[config.mk]
export PLATFORM = sky130hd
export DESIGN_NAME = hill_cipher_3x3_stream_core
export DESIGN_NICKNAME = d
export VERILOG_FILES = /design/src/rtl/hc3_pkg.sv /design/src/rtl/hc3_xform.sv /design/src/rtl/hill_cipher_3x3_stream_core.sv
export SDC_FILE = /design/constraint.sdc
export NUM_CORES = 2
export LEC_CHECK = 0
export ABC_CLOCK_PERIOD_IN_PS = 13300
export BUFFER_PORTS_ARGS = -buffer_cell sky130_fd_sc_hd__buf_2
export CAP_MARGIN = 15
export CORE_ASPECT_RATIO = 0.5
export CORE_MARGIN = 1.5
export CORE_UTILIZATION = 55
export DETAILED_ROUTE_END_ITERATION = 10
export PLACE_DENSITY_LB_ADDON = 0.1
export REMOVE_ABC_BUFFERS = 1
export SLEW_MARGIN = 30
export SYNTH_ARGS = -nofsm -noshare
export SYNTH_HDL_FRONTEND = slang
export SYNTH_SLANG_ARGS = --single-unit
[constraint.sdc]
create_clock -name clk -period 13.3 [get_ports clk]
set_input_delay 1.995 -clock clk [delete_from_list [all_inputs] [get_ports clk]]
set_output_delay 1.995 -clock clk [all_outputs]
set_load 0.1 [all_outputs]
[src/rtl/hc3_pkg.sv]
`timescale 1ns / 1ps
// ----------------------------------------------------------------------------
// hc3_pkg
// Types, constants and mod-26 arithmetic shared by the 3x3 Hill cipher
// stream core and its transform pipeline.
// ----------------------------------------------------------------------------
package hc3_pkg;

  localparam int GROUP_LEN = 3;
  localparam int MAX_GAP   = 8;
  // a gap never holds more than eight spaces, so one item yields at most 19 results
  localparam logic [3:0] GAP_LIMIT = 4'((MAX_GAP < 8) ? MAX_GAP : 8);

  localparam int KEY_W   = 45;
  localparam int CFG_IDX_W = 1;

  localparam logic [CFG_IDX_W-1:0] CFG_KEY_MATRIX   = 1'b0;
  localparam logic [CFG_IDX_W-1:0] CFG_DECRYPT_MODE = 1'b1;

  // identity key: ones at (0,0), (1,1), (2,2)
  localparam logic [KEY_W-1:0] KEY_RESET = 45'h100_0010_0001;

  localparam logic [4:0] PAD_LETTER = 5'd23;   // X
  localparam logic [4:0] ALPHA      = 5'd26;

  typedef struct packed {
    logic [4:0] letter;
    logic       is_space;
    logic       end_of_text;
  } in_item_t;

  typedef struct packed {
    logic [4:0] out_letter;
    logic       out_space;
    logic       last_of_text;
    logic       last_of_burst;
    logic       key_error;
    logic       gap_overflow;
  } out_item_t;

  // one emission: a lone space, or up to three letters with two gaps
  typedef struct packed {
    logic [2:0][4:0] lt;
    logic [1:0]      cnt;
    logic [1:0][3:0] gap;
    logic            lone;
    logic            eot;
    logic            ovf;
    logic            kerr;
  } burst_t;

  // emission request into the transform pipeline
  typedef struct packed {
    burst_t           b;
    logic             xform;
    logic [KEY_W-1:0] key;
    logic             decrypt;
  } grp_t;

  typedef enum logic [1:0] {
    SEQ_LETTER,
    SEQ_GAP,
    SEQ_LONE
  } seq_phase_t;

  // reduce a 5-bit value into 0..25
  function automatic logic [4:0] mod26_5(input logic [4:0] x);
    return (x >= ALPHA) ? (x - ALPHA) : x;
  endfunction

  // x mod 26 for x below 2048: reciprocal estimate, then one correction
  function automatic logic [4:0] mod26_w(input logic [10:0] x);
    logic [20:0] p;
    logic [10:0] q;
    logic [10:0] r;
    p = 21'(x) * 21'd630;
    q = 11'(p >> 14);
    r = x - 11'(q * 11'd26);
    if (r >= 11'd26) begin
      r = r - 11'd26;
    end
    return r[4:0];
  endfunction

  function automatic logic [9:0] mul5(input logic [4:0] a, input logic [4:0] b);
    return 10'(a) * 10'(b);
  endfunction

  // sum of three products of residues, mod 26
  function automatic logic [4:0] dot3_mod26(input logic [2:0][4:0] a,
                                           input logic [2:0][4:0] b);
    logic [10:0] s;
    s = 11'(mul5(a[0], b[0])) + 11'(mul5(a[1], b[1])) + 11'(mul5(a[2], b[2]));
    return mod26_w(s);
  endfunction

  // (a*b - c*d) mod 26; 676 = 26*26 keeps the difference positive
  function automatic logic [4:0] cof_mod26(input logic [4:0] a, input logic [4:0] b,
                                          input logic [4:0] c, input logic [4:0] d);
    logic [10:0] s;
    s = 11'(mul5(a, b)) + 11'd676 - 11'(mul5(c, d));
    return mod26_w(s);
  endfunction

  // inverse mod 26; zero where the residue has none
  function automatic logic [4:0] inv26(input logic [4:0] x);
    logic [4:0] r;
    case (x)
      5'd1:    r = 5'd1;
      5'd3:    r = 5'd9;
      5'd5:    r = 5'd21;
      5'd7:    r = 5'd15;
      5'd9:    r = 5'd3;
      5'd11:   r = 5'd19;
      5'd15:   r = 5'd7;
      5'd17:   r = 5'd23;
      5'd19:   r = 5'd11;
      5'd21:   r = 5'd5;
      5'd23:   r = 5'd17;
      5'd25:   r = 5'd25;
      default: r = 5'd0;
    endcase
    return r;
  endfunction

endpackage

[src/rtl/hc3_xform.sv]
`timescale 1ns / 1ps
// ----------------------------------------------------------------------------
// hc3_xform
// Four-stage pipeline that turns an emission request into its final letters:
// cofactors and encrypt product, then determinant inverse and adjugate
// product, then scaling, then an output register.
// ----------------------------------------------------------------------------
module hc3_xform
  import hc3_pkg::*;
(
  input  logic   clk,
  input  logic   rst_n,
  input  logic   req_valid,
  input  grp_t   req,
  output logic   req_stall,
  output logic   rsp_valid,
  output burst_t rsp,
  input  logic   rsp_stall
);

  // stage valids and load enables
  logic s1_v_r, s2_v_r, s3_v_r, o_v_r;
  logic s1_ld, s2_ld, s3_ld, o_ld;

  grp_t                 s1_r;
  burst_t               s2_b_r;
  logic                 s2_xform_r, s2_dec_r;
  logic [2:0][4:0]      s2_k0_r;
  logic [2:0][2:0][4:0] s2_cof_r;
  logic [2:0][4:0]      s2_e_r;
  burst_t               s3_b_r;
  logic                 s3_xform_r, s3_dec_r, s3_bad_r;
  logic [4:0]           s3_dinv_r;
  logic [2:0][4:0]      s3_u_r;
  logic [2:0][4:0]      s3_e_r;
  burst_t               o_r;

  logic [2:0][2:0][4:0] s1_k;
  logic [2:0][2:0][4:0] s1_cof;
  logic [2:0][4:0]      s1_e;
  logic [4:0]           s2_dinv;
  logic                 s2_bad;
  logic [2:0][4:0]      s2_u;
  burst_t               s3_res;

  // move a stage when the next one is empty or moving
  assign o_ld  = !o_v_r || !rsp_stall;
  assign s3_ld = !s3_v_r || o_ld;
  assign s2_ld = !s2_v_r || s3_ld;
  assign s1_ld = !s1_v_r || s2_ld;
  assign req_stall = !s1_ld;
  assign rsp_valid = o_v_r;
  assign rsp       = o_r;

  // stage 1: reduce key, cofactors, encrypt product
  always_comb begin
    logic [2:0][4:0] kcol;
    int r1, r2, c1, c2;
    kcol = '0;
    r1 = 0; r2 = 0; c1 = 0; c2 = 0;
    for (int r = 0; r < 3; r++) begin
      for (int c = 0; c < 3; c++) begin
        s1_k[r][c] = mod26_5(s1_r.key[5*(3*r+c) +: 5]);
      end
    end
    for (int r = 0; r < 3; r++) begin
      r1 = (r == 2) ? 0 : r + 1;
      r2 = (r == 0) ? 2 : r - 1;
      for (int c = 0; c < 3; c++) begin
        c1 = (c == 2) ? 0 : c + 1;
        c2 = (c == 0) ? 2 : c - 1;
        s1_cof[r][c] = cof_mod26(s1_k[r1][c1], s1_k[r2][c2], s1_k[r1][c2], s1_k[r2][c1]);
      end
    end
    for (int c = 0; c < 3; c++) begin
      for (int r = 0; r < 3; r++) begin
        kcol[r] = s1_k[r][c];
      end
      s1_e[c] = dot3_mod26(s1_r.b.lt, kcol);
    end
  end

  // stage 2: determinant inverse and product with the adjugate
  always_comb begin
    s2_dinv = inv26(dot3_mod26(s2_k0_r, s2_cof_r[0]));
    s2_bad  = s2_dec_r && (s2_dinv == 5'd0);
    for (int c = 0; c < 3; c++) begin
      s2_u[c] = dot3_mod26(s2_b_r.lt, s2_cof_r[c]);
    end
  end

  // stage 3: pick the result letters
  always_comb begin
    s3_res      = s3_b_r;
    s3_res.kerr = s3_bad_r;
    for (int c = 0; c < 3; c++) begin
      if (!s3_xform_r || (s3_dec_r && s3_bad_r)) begin
        s3_res.lt[c] = s3_b_r.lt[c];
      end else if (!s3_dec_r) begin
        s3_res.lt[c] = s3_e_r[c];
      end else begin
        s3_res.lt[c] = mod26_w(11'(mul5(s3_dinv_r, s3_u_r[c])));
      end
    end
  end

  // valids
  always_ff @(posedge clk) begin
    if (!rst_n) begin
      s1_v_r <= 1'b0;
      s2_v_r <= 1'b0;
      s3_v_r <= 1'b0;
      o_v_r  <= 1'b0;
    end else begin
      if (s1_ld) s1_v_r <= req_valid;
      if (s2_ld) s2_v_r <= s1_v_r;
      if (s3_ld) s3_v_r <= s2_v_r;
      if (o_ld)  o_v_r  <= s3_v_r;
    end
  end

  // payload
  always_ff @(posedge clk) begin
    if (s1_ld) begin
      s1_r <= req;
    end
    if (s2_ld) begin
      s2_b_r     <= s1_r.b;
      s2_xform_r <= s1_r.xform;
      s2_dec_r   <= s1_r.decrypt;
      s2_k0_r    <= s1_k[0];
      s2_cof_r   <= s1_cof;
      s2_e_r     <= s1_e;
    end
    if (s3_ld) begin
      s3_b_r     <= s2_b_r;
      s3_xform_r <= s2_xform_r;
      s3_dec_r   <= s2_dec_r;
      s3_bad_r   <= s2_bad;
      s3_dinv_r  <= s2_dinv;
      s3_u_r     <= s2_u;
      s3_e_r     <= s2_e_r;
    end
    if (o_ld) begin
      o_r <= s3_res;
    end
  end

endmodule

[src/rtl/hill_cipher_3x3_stream_core.sv]
`timescale 1ns / 1ps
// ----------------------------------------------------------------------------
// hill_cipher_3x3_stream_core
// Streaming 3x3 Hill cipher mod 26 with space pass-through, gap buffering,
// end-of-text padding and decrypt by modular inverse of the key.
// ----------------------------------------------------------------------------
// Path: an accepted item's first result passes the input register, three pipeline
//   registers and then the burst register before it is offered.
// Throughput: one item per cycle while in_stall is low; one result per cycle while
//   out_stall is low; an item with n results holds the output until all n go out.
// Reset: group state, gaps and overflow flag clear; key returns to identity,
//   mode to encrypt; no result is pending.
module hill_cipher_3x3_stream_core
  import hc3_pkg::*;
(
  input  logic                 clk,
  input  logic                 rst_n,
  input  logic                 in_valid,
  output logic                 in_stall,
  input  in_item_t             in_data,
  output logic                 out_valid,
  input  logic                 out_stall,
  output out_item_t            out_data,
  input  logic                 cfg_we,
  input  logic [CFG_IDX_W-1:0] cfg_index,
  input  logic [KEY_W-1:0]     cfg_wdata
);

  // configuration and latched working key
  logic [KEY_W-1:0] key_r;
  logic             mode_r;
  logic [KEY_W-1:0] wkey_r;
  logic             wmode_r;

  // group state
  logic [1:0][4:0] held_r, held_nxt;
  logic [1:0]      held_count_r, held_count_nxt;
  logic [1:0][3:0] gap_r, gap_nxt;
  logic            ovf_seen_r, ovf_seen_nxt;

  logic   in_fire, out_fire;
  logic   emit;
  grp_t   grp;
  logic   req_stall;
  logic   rsp_valid, rsp_stall;
  burst_t rsp;

  // burst sequencer
  logic       b_v_r, b_v_nxt;
  burst_t     b_r, b_nxt;
  seq_phase_t phase_r, phase_nxt;
  logic [1:0] idx_r, idx_nxt;
  logic [3:0] gl_r, gl_nxt;
  logic       is_last, b_ld;

  assign in_stall = req_stall;
  assign in_fire  = in_valid && !in_stall;
  assign out_fire = out_valid && !out_stall;

  // step: update group state and form the emission of this item
  always_comb begin
    logic [4:0] letter_m;
    logic       hc0, gsel, wm;
    letter_m = mod26_5(in_data.letter);
    hc0      = (held_count_r == 2'd0);
    gsel     = held_count_r[1];
    wm       = hc0 ? mode_r : wmode_r;

    held_nxt       = held_r;
    held_count_nxt = held_count_r;
    gap_nxt        = gap_r;
    ovf_seen_nxt   = ovf_seen_r;
    emit           = 1'b0;
    grp            = '0;

    if (in_data.is_space) begin
      if (hc0) begin
        emit        = 1'b1;
        grp.b.lone  = 1'b1;
      end else if (gap_r[gsel] < GAP_LIMIT) begin
        gap_nxt[gsel] = gap_r[gsel] + 4'd1;
      end else begin
        ovf_seen_nxt = 1'b1;
      end
    end else if (held_count_r == 2'd2) begin
      // third letter completes the group
      emit          = 1'b1;
      grp.b.lt[0]   = held_r[0];
      grp.b.lt[1]   = held_r[1];
      grp.b.lt[2]   = letter_m;
      grp.b.cnt     = 2'd3;
      grp.b.gap     = gap_r;
      grp.b.ovf     = ovf_seen_r;
      grp.xform     = 1'b1;
      held_count_nxt = 2'd0;
      gap_nxt        = '0;
      ovf_seen_nxt   = 1'b0;
    end else begin
      held_nxt[held_count_r[0]] = letter_m;
      held_count_nxt            = held_count_r + 2'd1;
    end

    // flush a partial group at end of text
    if (in_data.end_of_text && (held_count_nxt != 2'd0)) begin
      emit        = 1'b1;
      grp.b.lone  = 1'b0;
      grp.b.lt[0] = held_nxt[0];
      grp.b.lt[1] = (held_count_nxt == 2'd2) ? held_nxt[1] : PAD_LETTER;
      grp.b.lt[2] = PAD_LETTER;
      grp.b.gap   = gap_nxt;
      grp.b.ovf   = ovf_seen_nxt;
      if (wm) begin
        grp.b.cnt = held_count_nxt;
        grp.xform = 1'b0;
      end else begin
        grp.b.cnt = 2'd3;
        grp.xform = 1'b1;
      end
    end
    if (in_data.end_of_text) begin
      held_count_nxt = 2'd0;
      gap_nxt        = '0;
      ovf_seen_nxt   = 1'b0;
    end

    grp.b.eot   = in_data.end_of_text;
    grp.key     = hc0 ? key_r : wkey_r;
    grp.decrypt = wm;
  end

  hc3_xform u_xform (
    .clk       (clk),
    .rst_n     (rst_n),
    .req_valid (in_fire && emit),
    .req       (grp),
    .req_stall (req_stall),
    .rsp_valid (rsp_valid),
    .rsp       (rsp),
    .rsp_stall (rsp_stall)
  );

  // configuration writes
  always_ff @(posedge clk) begin
    if (!rst_n) begin
      key_r  <= KEY_RESET;
      mode_r <= 1'b0;
    end else if (cfg_we) begin
      case (cfg_index)
        CFG_KEY_MATRIX:   key_r  <= cfg_wdata;
        CFG_DECRYPT_MODE: mode_r <= cfg_wdata[0];
        default: ;
      endcase
    end
  end

  // group state registers
  always_ff @(posedge clk) begin
    if (!rst_n) begin
      held_count_r <= 2'd0;
      gap_r        <= '0;
      ovf_seen_r   <= 1'b0;
    end else if (in_fire) begin
      held_count_r <= held_count_nxt;
      gap_r        <= gap_nxt;
      ovf_seen_r   <= ovf_seen_nxt;
    end
  end

  // held letters and working key; latch the key at the start of each group
  always_ff @(posedge clk) begin
    if (in_fire) begin
      held_r <= held_nxt;
      if (held_count_r == 2'd0) begin
        wkey_r  <= key_r;
        wmode_r <= mode_r;
      end
    end
  end

  // gap that follows letter idx of a burst
  function automatic logic [3:0] gap_r_sel(input burst_t b, input logic [1:0] idx);
    return b.gap[idx[0]];
  endfunction

  // sequencer: current result and next position
  always_comb begin
    logic last_letter;
    last_letter = ((3'(idx_r) + 3'd1) >= 3'(b_r.cnt));
    case (phase_r)
      SEQ_LONE:   is_last = 1'b1;
      SEQ_LETTER: is_last = ((idx_r == 2'd2) || (gap_r_sel(b_r, idx_r) == 4'd0)) && last_letter;
      SEQ_GAP:    is_last = (gl_r == 4'd1) && last_letter;
      default:    is_last = 1'b1;
    endcase

    out_valid              = b_v_r;
    out_data.out_letter    = (phase_r == SEQ_LETTER) ? b_r.lt[idx_r] : 5'd0;
    out_data.out_space     = (phase_r != SEQ_LETTER);
    out_data.last_of_text  = b_r.eot && is_last;
    out_data.last_of_burst = is_last;
    out_data.key_error     = b_r.kerr;
    out_data.gap_overflow  = b_r.ovf;

    b_ld      = !b_v_r || (out_fire && is_last);
    rsp_stall = !b_ld;

    b_v_nxt   = b_v_r;
    b_nxt     = b_r;
    phase_nxt = phase_r;
    idx_nxt   = idx_r;
    gl_nxt    = gl_r;
    if (b_ld) begin
      // take the next burst
      b_v_nxt = rsp_valid;
      if (rsp_valid) begin
        b_nxt     = rsp;
        phase_nxt = rsp.lone ? SEQ_LONE : SEQ_LETTER;
        idx_nxt   = 2'd0;
        gl_nxt    = 4'd0;
      end
    end else if (out_fire) begin
      // advance within the burst
      case (phase_r)
        SEQ_LETTER: begin
          if ((idx_r != 2'd2) && (gap_r_sel(b_r, idx_r) != 4'd0)) begin
            phase_nxt = SEQ_GAP;
            gl_nxt    = gap_r_sel(b_r, idx_r);
          end else begin
            idx_nxt = idx_r + 2'd1;
          end
        end
        SEQ_GAP: begin
          if (gl_r > 4'd1) begin
            gl_nxt = gl_r - 4'd1;
          end else begin
            phase_nxt = SEQ_LETTER;
            idx_nxt   = idx_r + 2'd1;
          end
        end
        default: ;
      endcase
    end
  end

  always_ff @(posedge clk) begin
    if (!rst_n) begin
      b_v_r   <= 1'b0;
      phase_r <= SEQ_LETTER;
      idx_r   <= 2'd0;
      gl_r    <= 4'd0;
    end else begin
      b_v_r   <= b_v_nxt;
      phase_r <= phase_nxt;
      idx_r   <= idx_nxt;
      gl_r    <= gl_nxt;
    end
  end

  always_ff @(posedge clk) begin
    b_r <= b_nxt;
  end

  // end of text leaves no partial group behind
  a_eot_clears: assert property (@(posedge clk) disable iff (!rst_n)
    (in_fire && in_data.end_of_text) |=>
      (held_count_r == 2'd0 && gap_r == '0 && !ovf_seen_r))
    else $error("group state not cleared after end of text");

  // a space result carries letter zero
  a_space_zero: assert property (@(posedge clk) disable iff (!rst_n)
    (out_valid && out_data.out_space) |-> (out_data.out_letter == 5'd0))
    else $error("space result with nonzero letter");

  // end of text is only flagged on the last result of a burst
  a_text_in_burst: assert property (@(posedge clk) disable iff (!rst_n)
    (out_valid && out_data.last_of_text) |-> out_data.last_of_burst)
    else $error("last_of_text without last_of_burst");

  // flags hold across the results of one burst
  a_flags_hold: assert property (@(posedge clk) disable iff (!rst_n)
    (out_fire && !out_data.last_of_burst) |=>
      (out_valid && out_data.key_error == $past(out_data.key_error) &&
       out_data.gap_overflow == $past(out_data.gap_overflow)))
    else $error("burst flags changed within a burst");

endmodule
; ---- After elaboration in Yosys (flattened, before gate mapping)
; Memory sizes are Yosys's and may differ from the RTL's.
; Index checks and enable logic that the tools add are counted.
[word_totals]
rom_bits = 160
n_memories = 1
out_inout_bits = 12
reg_bits = 429
wordCells = 459
inputBits = 58
[memory_table]
columns = memory, words, word_bits, rd, rd_ports_with_merged_regs, wr, line_no
row1 = (no name shown), 32, 5, 1, 0, 0, hc3_pkg.sv:108  ; case (x)
[op_classes]
reduce_logical = 45
bitwise = 3
n_lt_le_gt_ge = 38
multipliers = 80
muxes = 101
n_eq_ne = 11
add_sub_neg = 85
[op_table]
columns = operator, count
row1 = multiplier 5 x 5 -> 10 bit, 42
row2 = multiplier 11 x 9 -> 20 bit (second input constant), 16
row3 = greater-or-equal comparator 11 x 5 -> 1 bit (second input constant), 19
row4 = two-way mux 5 bit, 39
row5 = subtractor 11 bit, 16
row6 = multiplier 7 x 4 -> 10 bit (second input constant), 16
row7 = subtractor 5 bit (second input constant), 29
row8 = adder 10 x 10 -> 11 bit (second input constant), 9
row9 = subtractor 11 x 10 -> 11 bit, 9
row10 = adder 10 x 10 -> 11 bit, 7
row11 = adder 11 x 10 -> 11 bit, 7
row12 = multiplier 10 x 9 -> 19 bit (second input constant), 3
row13 = greater-or-equal comparator 5 bit (second input constant), 10
row14 = two-way mux 25 bit, 2
row15 = two-way mux 45 bit, 1
row16 = two-way mux 4 bit, 10
row17 = two-way mux 8 bit, 5
row18 = subtractor 10 x 11 -> 11 bit, 3
row19 = multiplier 6 x 4 -> 10 bit (second input constant), 3
row20 = two-way mux 2 bit, 15
row21 = two-way mux 21 bit, 1
row22 = two-way mux 10 bit, 2
row23 = two-way mux 1 bit, 17
row24 = AND reduction 5 bit, 3
row25 = other kinds (38), 79

; ---- Logic depth before layout (Yosys ltp)
[depth]
depth_word = 14
depth_mapped = 59
depth_no_buf = 58

; ---- By module
; A second synthesis with hierarchy kept.
[unflattened]
cells_unflattened = 10509
hier_area_um2 = 99671.8
[modules_own_cells]
columns = mod, cells_per_inst, n_inst, seq_area_each_um2, area_per_inst_um2
row1 = hc3_xform, 9849, 1, 8338.0, 92631.3
row2 = hill_cipher_3x3_stream_core, 660, 1, 3843.7, 7040.5

; ---- Least setup slack after synthesis
; Ideal clock, no wire load.
[synth_timing]
path_type = reg-to-reg
from = register u_xform.s1_r[37] in the netlist's numbering
to = register u_xform.s2_e_r[9] in the netlist's numbering (data pin)
slack_ps = 433
path_buffers = 1
synth_period_minus_slack_ps = 12867
t_required_ps = 13032
stages_incl_launch_ff = 54
arrival_ps = 12598
setup_ps = 268
cell_sequence = edfxtp_1 -> inv_1 -> ha_1 -> o21a_1 -> o21ai_0 -> o31ai_1 -> clkbuf_1 -> and2_1 -> fa_1 -> inv_1 -> fa_1 -> inv_1 -> fa_1 -> inv_1 -> fa_1 -> inv_1 -> fa_1 -> inv_1 -> (+18 left out) -> nor3_1 -> nor3_1 -> ha_1 -> inv_1 -> fa_1 -> inv_1 -> ha_1 -> a21o_1 -> a21oi_1 -> xnor2_1 -> ha_1 -> a21o_1 -> a31oi_1 -> o21ai_0 -> xor2_1 -> nor3_1 -> a211oi_1 -> xor2_1
[synth_rtl]
columns = element, line_no
row1 = "start, declared", hc3_xform.sv:25  ; grp_t s1_r;
row2 = "start signal, assigned", hc3_xform.sv:125  ; s1_r <= req;
row3 = "end signal, assigned", hc3_xform.sv:133  ; s2_e_r <= s1_e;
row4 = "end, declared", hc3_xform.sv:30  ; logic [2:0][4:0] s2_e_r;

; ---- Worst setup path in the final report
[layout_timing]
from = register u_xform.s2_k0_r[11] in the netlist's numbering
to = register u_xform.s3_dinv_r[4] (data pin)
[layout_via]
elab_chain_cells = 8
word_cells_on_any_way = 9
cone_classes = add/sub: 3 / mul: 3 / order compare: 1 / mux: 1 / memory: 1
[layout_rtl]
columns = element, line_no
row1 = "start, declared", hc3_xform.sv:28  ; logic [2:0][4:0] s2_k0_r;
row2 = "start signal, assigned", hc3_xform.sv:131  ; s2_k0_r <= s1_k[0];
row3 = multiplier 5 x 5 -> 10 bit *, hc3_pkg.sv:86  ; return 10'(a) * 10'(b);
row4 = adder 11 x 10 -> 11 bit *, hc3_pkg.sv:93  ; s = 11'(mul5(a[0], b[0])) + 11'(mul5(a[1], b[1])) + 11'(mul5(a[2], b[2]));
row5 = multiplier 11 x 9 -> 20 bit, hc3_pkg.sv:76  ; p = 21'(x) * 21'd630;
row6 = multiplier 7 x 4 -> 10 bit, hc3_pkg.sv:78  ; r = x - 11'(q * 11'd26);
row7 = subtractor 11 bit *, hc3_pkg.sv:78
row8 = greater-or-equal comparator 11 x 5 -> 1 bit or subtractor 5 bit (tied branches), "hc3_pkg.sv:79, hc3_pkg.sv:80"
row9 = two-way mux 5 bit *, hc3_pkg.sv:79  ; if (r >= 11'd26) begin
row10 = memory read (32 x 5 bit) *, -
row11 = via u_xform.s2_dinv[4], hc3_xform.sv:41  ; logic [4:0] s2_dinv;
row12 = "end signal, assigned", hc3_xform.sv:140  ; s3_dinv_r <= s2_dinv;
row13 = "end, declared", hc3_xform.sv:33  ; logic [4:0] s3_dinv_r;
; The timed path passes the listed nets; every way through them passes the cells marked *.
; A chain may end at the register's enable or synchronous reset.

==> impl_metrics.tcl <==
set metrics [dict create \
    nets 14500 \
    reg2reg_depth 49 \
    hpwl_mm 194 \
    placedCellCount 13300 \
    gp_congestion 0.916 \
    grt_pass1_wl_mm 375 \
    dieArea_mm2 0.184 \
    track_usage 0.255 \
    max_slew_margin 0.369 \
    die_h_um 304 \
    ys_types 87 \
    grt_antenna_before_repair 13 \
    avgSynthCellArea_um2 9.40 \
    worstHoldStart "u_xform.rsp[9]" \
    stdcell_count 13400 \
    worstPathRequired_ns 13.81 \
    synth-async-reset-ratio 0 \
    worst_slew_pin_slew_ns 0.947 \
    ios 70 \
    path_class "flop to flop" \
    synth_edf_count 359 \
    port_buffers 69 \
    vias 69400 \
    grt_pass1_vias 71500 \
    num-fill-cells 15800 \
    synthTopCellsByArea "fa_1 (28%), ha_1 (25%), edfxtp_1 (11%), inv_1 (10%), xnor2_1 (3.0%)" \
    core_area_mm2 0.180 \
    setup_viol 0 \
    arrival_ns 13.36 \
    design_area_mm2 0.109 \
    clock_sinks 429 \
    cts_root_buffer "clkbuf_16" \
    numCtsBuffers 48 \
    clk_latency_ns 0.66 \
    dr.pass1.iters 6 \
    drive_gt1_frac 0.0771 \
    timing.fmax_ghz 0.0778 \
    hp-class "flop to flop" \
    fin_skew_ns 0.0399 \
    end_kind "flop" \
    clk_pin_slew_ns 0.07 \
    slowest_stage "fa_1" \
    critical_path.max_fanout 19 \
    critPathLaunchType "flop" \
    slew_violations 0 \
    grt_overflow 0 \
    ant_nets 0 \
    synthesis.area_mm2 0.0999 \
    yosysWarnings 0 \
    clk_path_buf_depth 3 \
    ys_ff_latch 429 \
    grt_max_degree 76 \
    rr_endpoint "u_xform.s3_dinv_r[4]" \
    area_growth_pct 8.79 \
    max_stage_delay_ns 0.55 \
    fin_crit_sh 0.967 \
    htreeDepth 2 \
    min_path_cells 0 \
    synth_top_flop_cell "edfxtp_1" \
    initial_core_util 0.554 \
    layout_common_cells "inv_1 (2,753), ha_1 (2,017), fa_1 (1,409), nor2_1 (536), nand2_1 (517)" \
    yosysTopAreaCell "fa_1" \
    dpl_cell_area_mm2 0.105 \
    die_w_um 606 \
    cts_tree "built" \
    cap_violations 0 \
    worstHoldEndpoint "b_r[9]" \
    yosysTopAreaCellShare 0.283 \
    drt-total-wl_mm 228 \
    row_count 110 \
    syn_inst 10600 \
    first_iter_violations 3483 \
    avgRoutedWirePerCell_um 17.0 \
    ctsHoldBuffers 0 \
    r2r-start "u_xform.s2_k0_r[11]" \
    route.detailed.drc 0 \
    status "completed" \
    hold_violations 0 \
    final_common_cell "inv_1" \
    period_needed_ns 12.86 \
    via_per_inst 5.17 \
    r2r_slack_ns 0.44 \
    ys_seq_area_frac 0.122 \
]
what timing repair did:
item / in CTS / in global routing
pin swaps: 0 / 57
setup endpoints to repair: 6 / 66
setup buffers: 0 / 80
gates resized for setup: 6 / 237
cell usage after synthesis (all sizes together) (29+ instances only):
master	n
mux2	51
a21oi	396
dfxtp	70
o21bai	77
xnor2	349
nor2b	98
xor2	208
fa	1412
o21a	41
clkbuf	158
nor3	82
inv	2761
ha	2027
a21boi	70
or3	38
o21ai	262
nand2	520
and2	457
nand3	55
mux2i	31
edfxtp	359
a21o	187
a211oi	29
nor2	549
a31oi	30
nand2b	41
worst max-delay path, delay by kind of cell (launching register included):
kind,cells,cell delay [ns]
AOI/OAI and AO/OA,10,1.83
DFF,1,0.53
adders and majority gates,16,6.93
xor gates and xnor gates,4,0.50
muxes,1,0.18
and+or+nand+nor,6,1.92
buffers and inverters,12,0.81
kinds of logic after synthesis:
group           share of synthesized area
mux                               0.00890
buf+inv                             0.111
xor+xnor                           0.0490
compound gates                     0.0787
fa+ha+maj                           0.537
simple gates                       0.0933
flops                               0.122
registers in the layout, summed over array words and instances, names as in the netlist, 4 cells and up:
signal	count
u_xform.s3_u_r	15
u_xform.s2_e_r	15
u_xform.s1_r	75
held_r	10
gap_r	8
u_xform.s3_e_r	15
u_xform.s2_b_r	28
b_r	26
u_xform.s3_b_r	28
key_r	45
u_xform.s3_dinv_r	5
u_xform.s2_cof_r	45
gl_r	4
u_xform.s2_k0_r	15
u_xform.rsp	29
wkey_r	45
layer usage:
metal / track usage / up-vias / share of wire
met2: 0.419 / 1178 / 0.46
met4: 0.0414 / 8 / 0.017
met1: 0.365 / 33900 / 0.47
li1: - / 34200 / -
met3: 0.0335 / 197 / 0.058
met5: 0 / - / 0.00029
worst max-delay path by stage:
stage,startpoint,to,slack [ns],cells past startpoint
after floorplan,u_xform.s1_r[6],u_xform.s2_e_r[9],0.24,48
after global placement,u_xform.s2_cof_r[14],u_xform.s3_dinv_r[4],0.05,47
after detailed placement,u_xform.s2_cof_r[14],u_xform.s3_dinv_r[4],-0.07,47
after CTS,u_xform.s2_cof_r[14],u_xform.s3_dinv_r[4],0.01,50
after global routing,u_xform.s2_k0_r[11],u_xform.s3_dinv_r[2],-0.08,52
final,u_xform.s2_k0_r[11],u_xform.s3_dinv_r[4],0.44,49
layout make-up:
cell class                 instances  area [µm²]  share of cell area
sequential                       429       12200               0.112
clock buffer                      62        1300              0.0120
inverter                        2774       10400              0.0960
multi-input combinational       7250       77700               0.715
antenna                            8        20.0            0.000184
tap                             2408        3010              0.0277
clock inverter                    28         418             0.00385
timing repair buffer             484        3600              0.0332
metrics by stage:
step            util  hold slack [ns]  setup slack (ns)  TNS [ns]
6_report       0.603            0.417             0.441         0
5_1_grt        0.603            0.415           -0.0820    -0.395
4_1_cts        0.593            0.415            0.0131         0
3_5_place_dp   0.584            0.405           -0.0651   -0.0956
3_3_place_gp   0.583            0.401            0.0487         0
2_1_floorplan      -            0.400             0.244         0
Power is left out: the tool's default activity adds up to more than one toggle a clock period on the data nets, which glitch-free logic cannot reach.
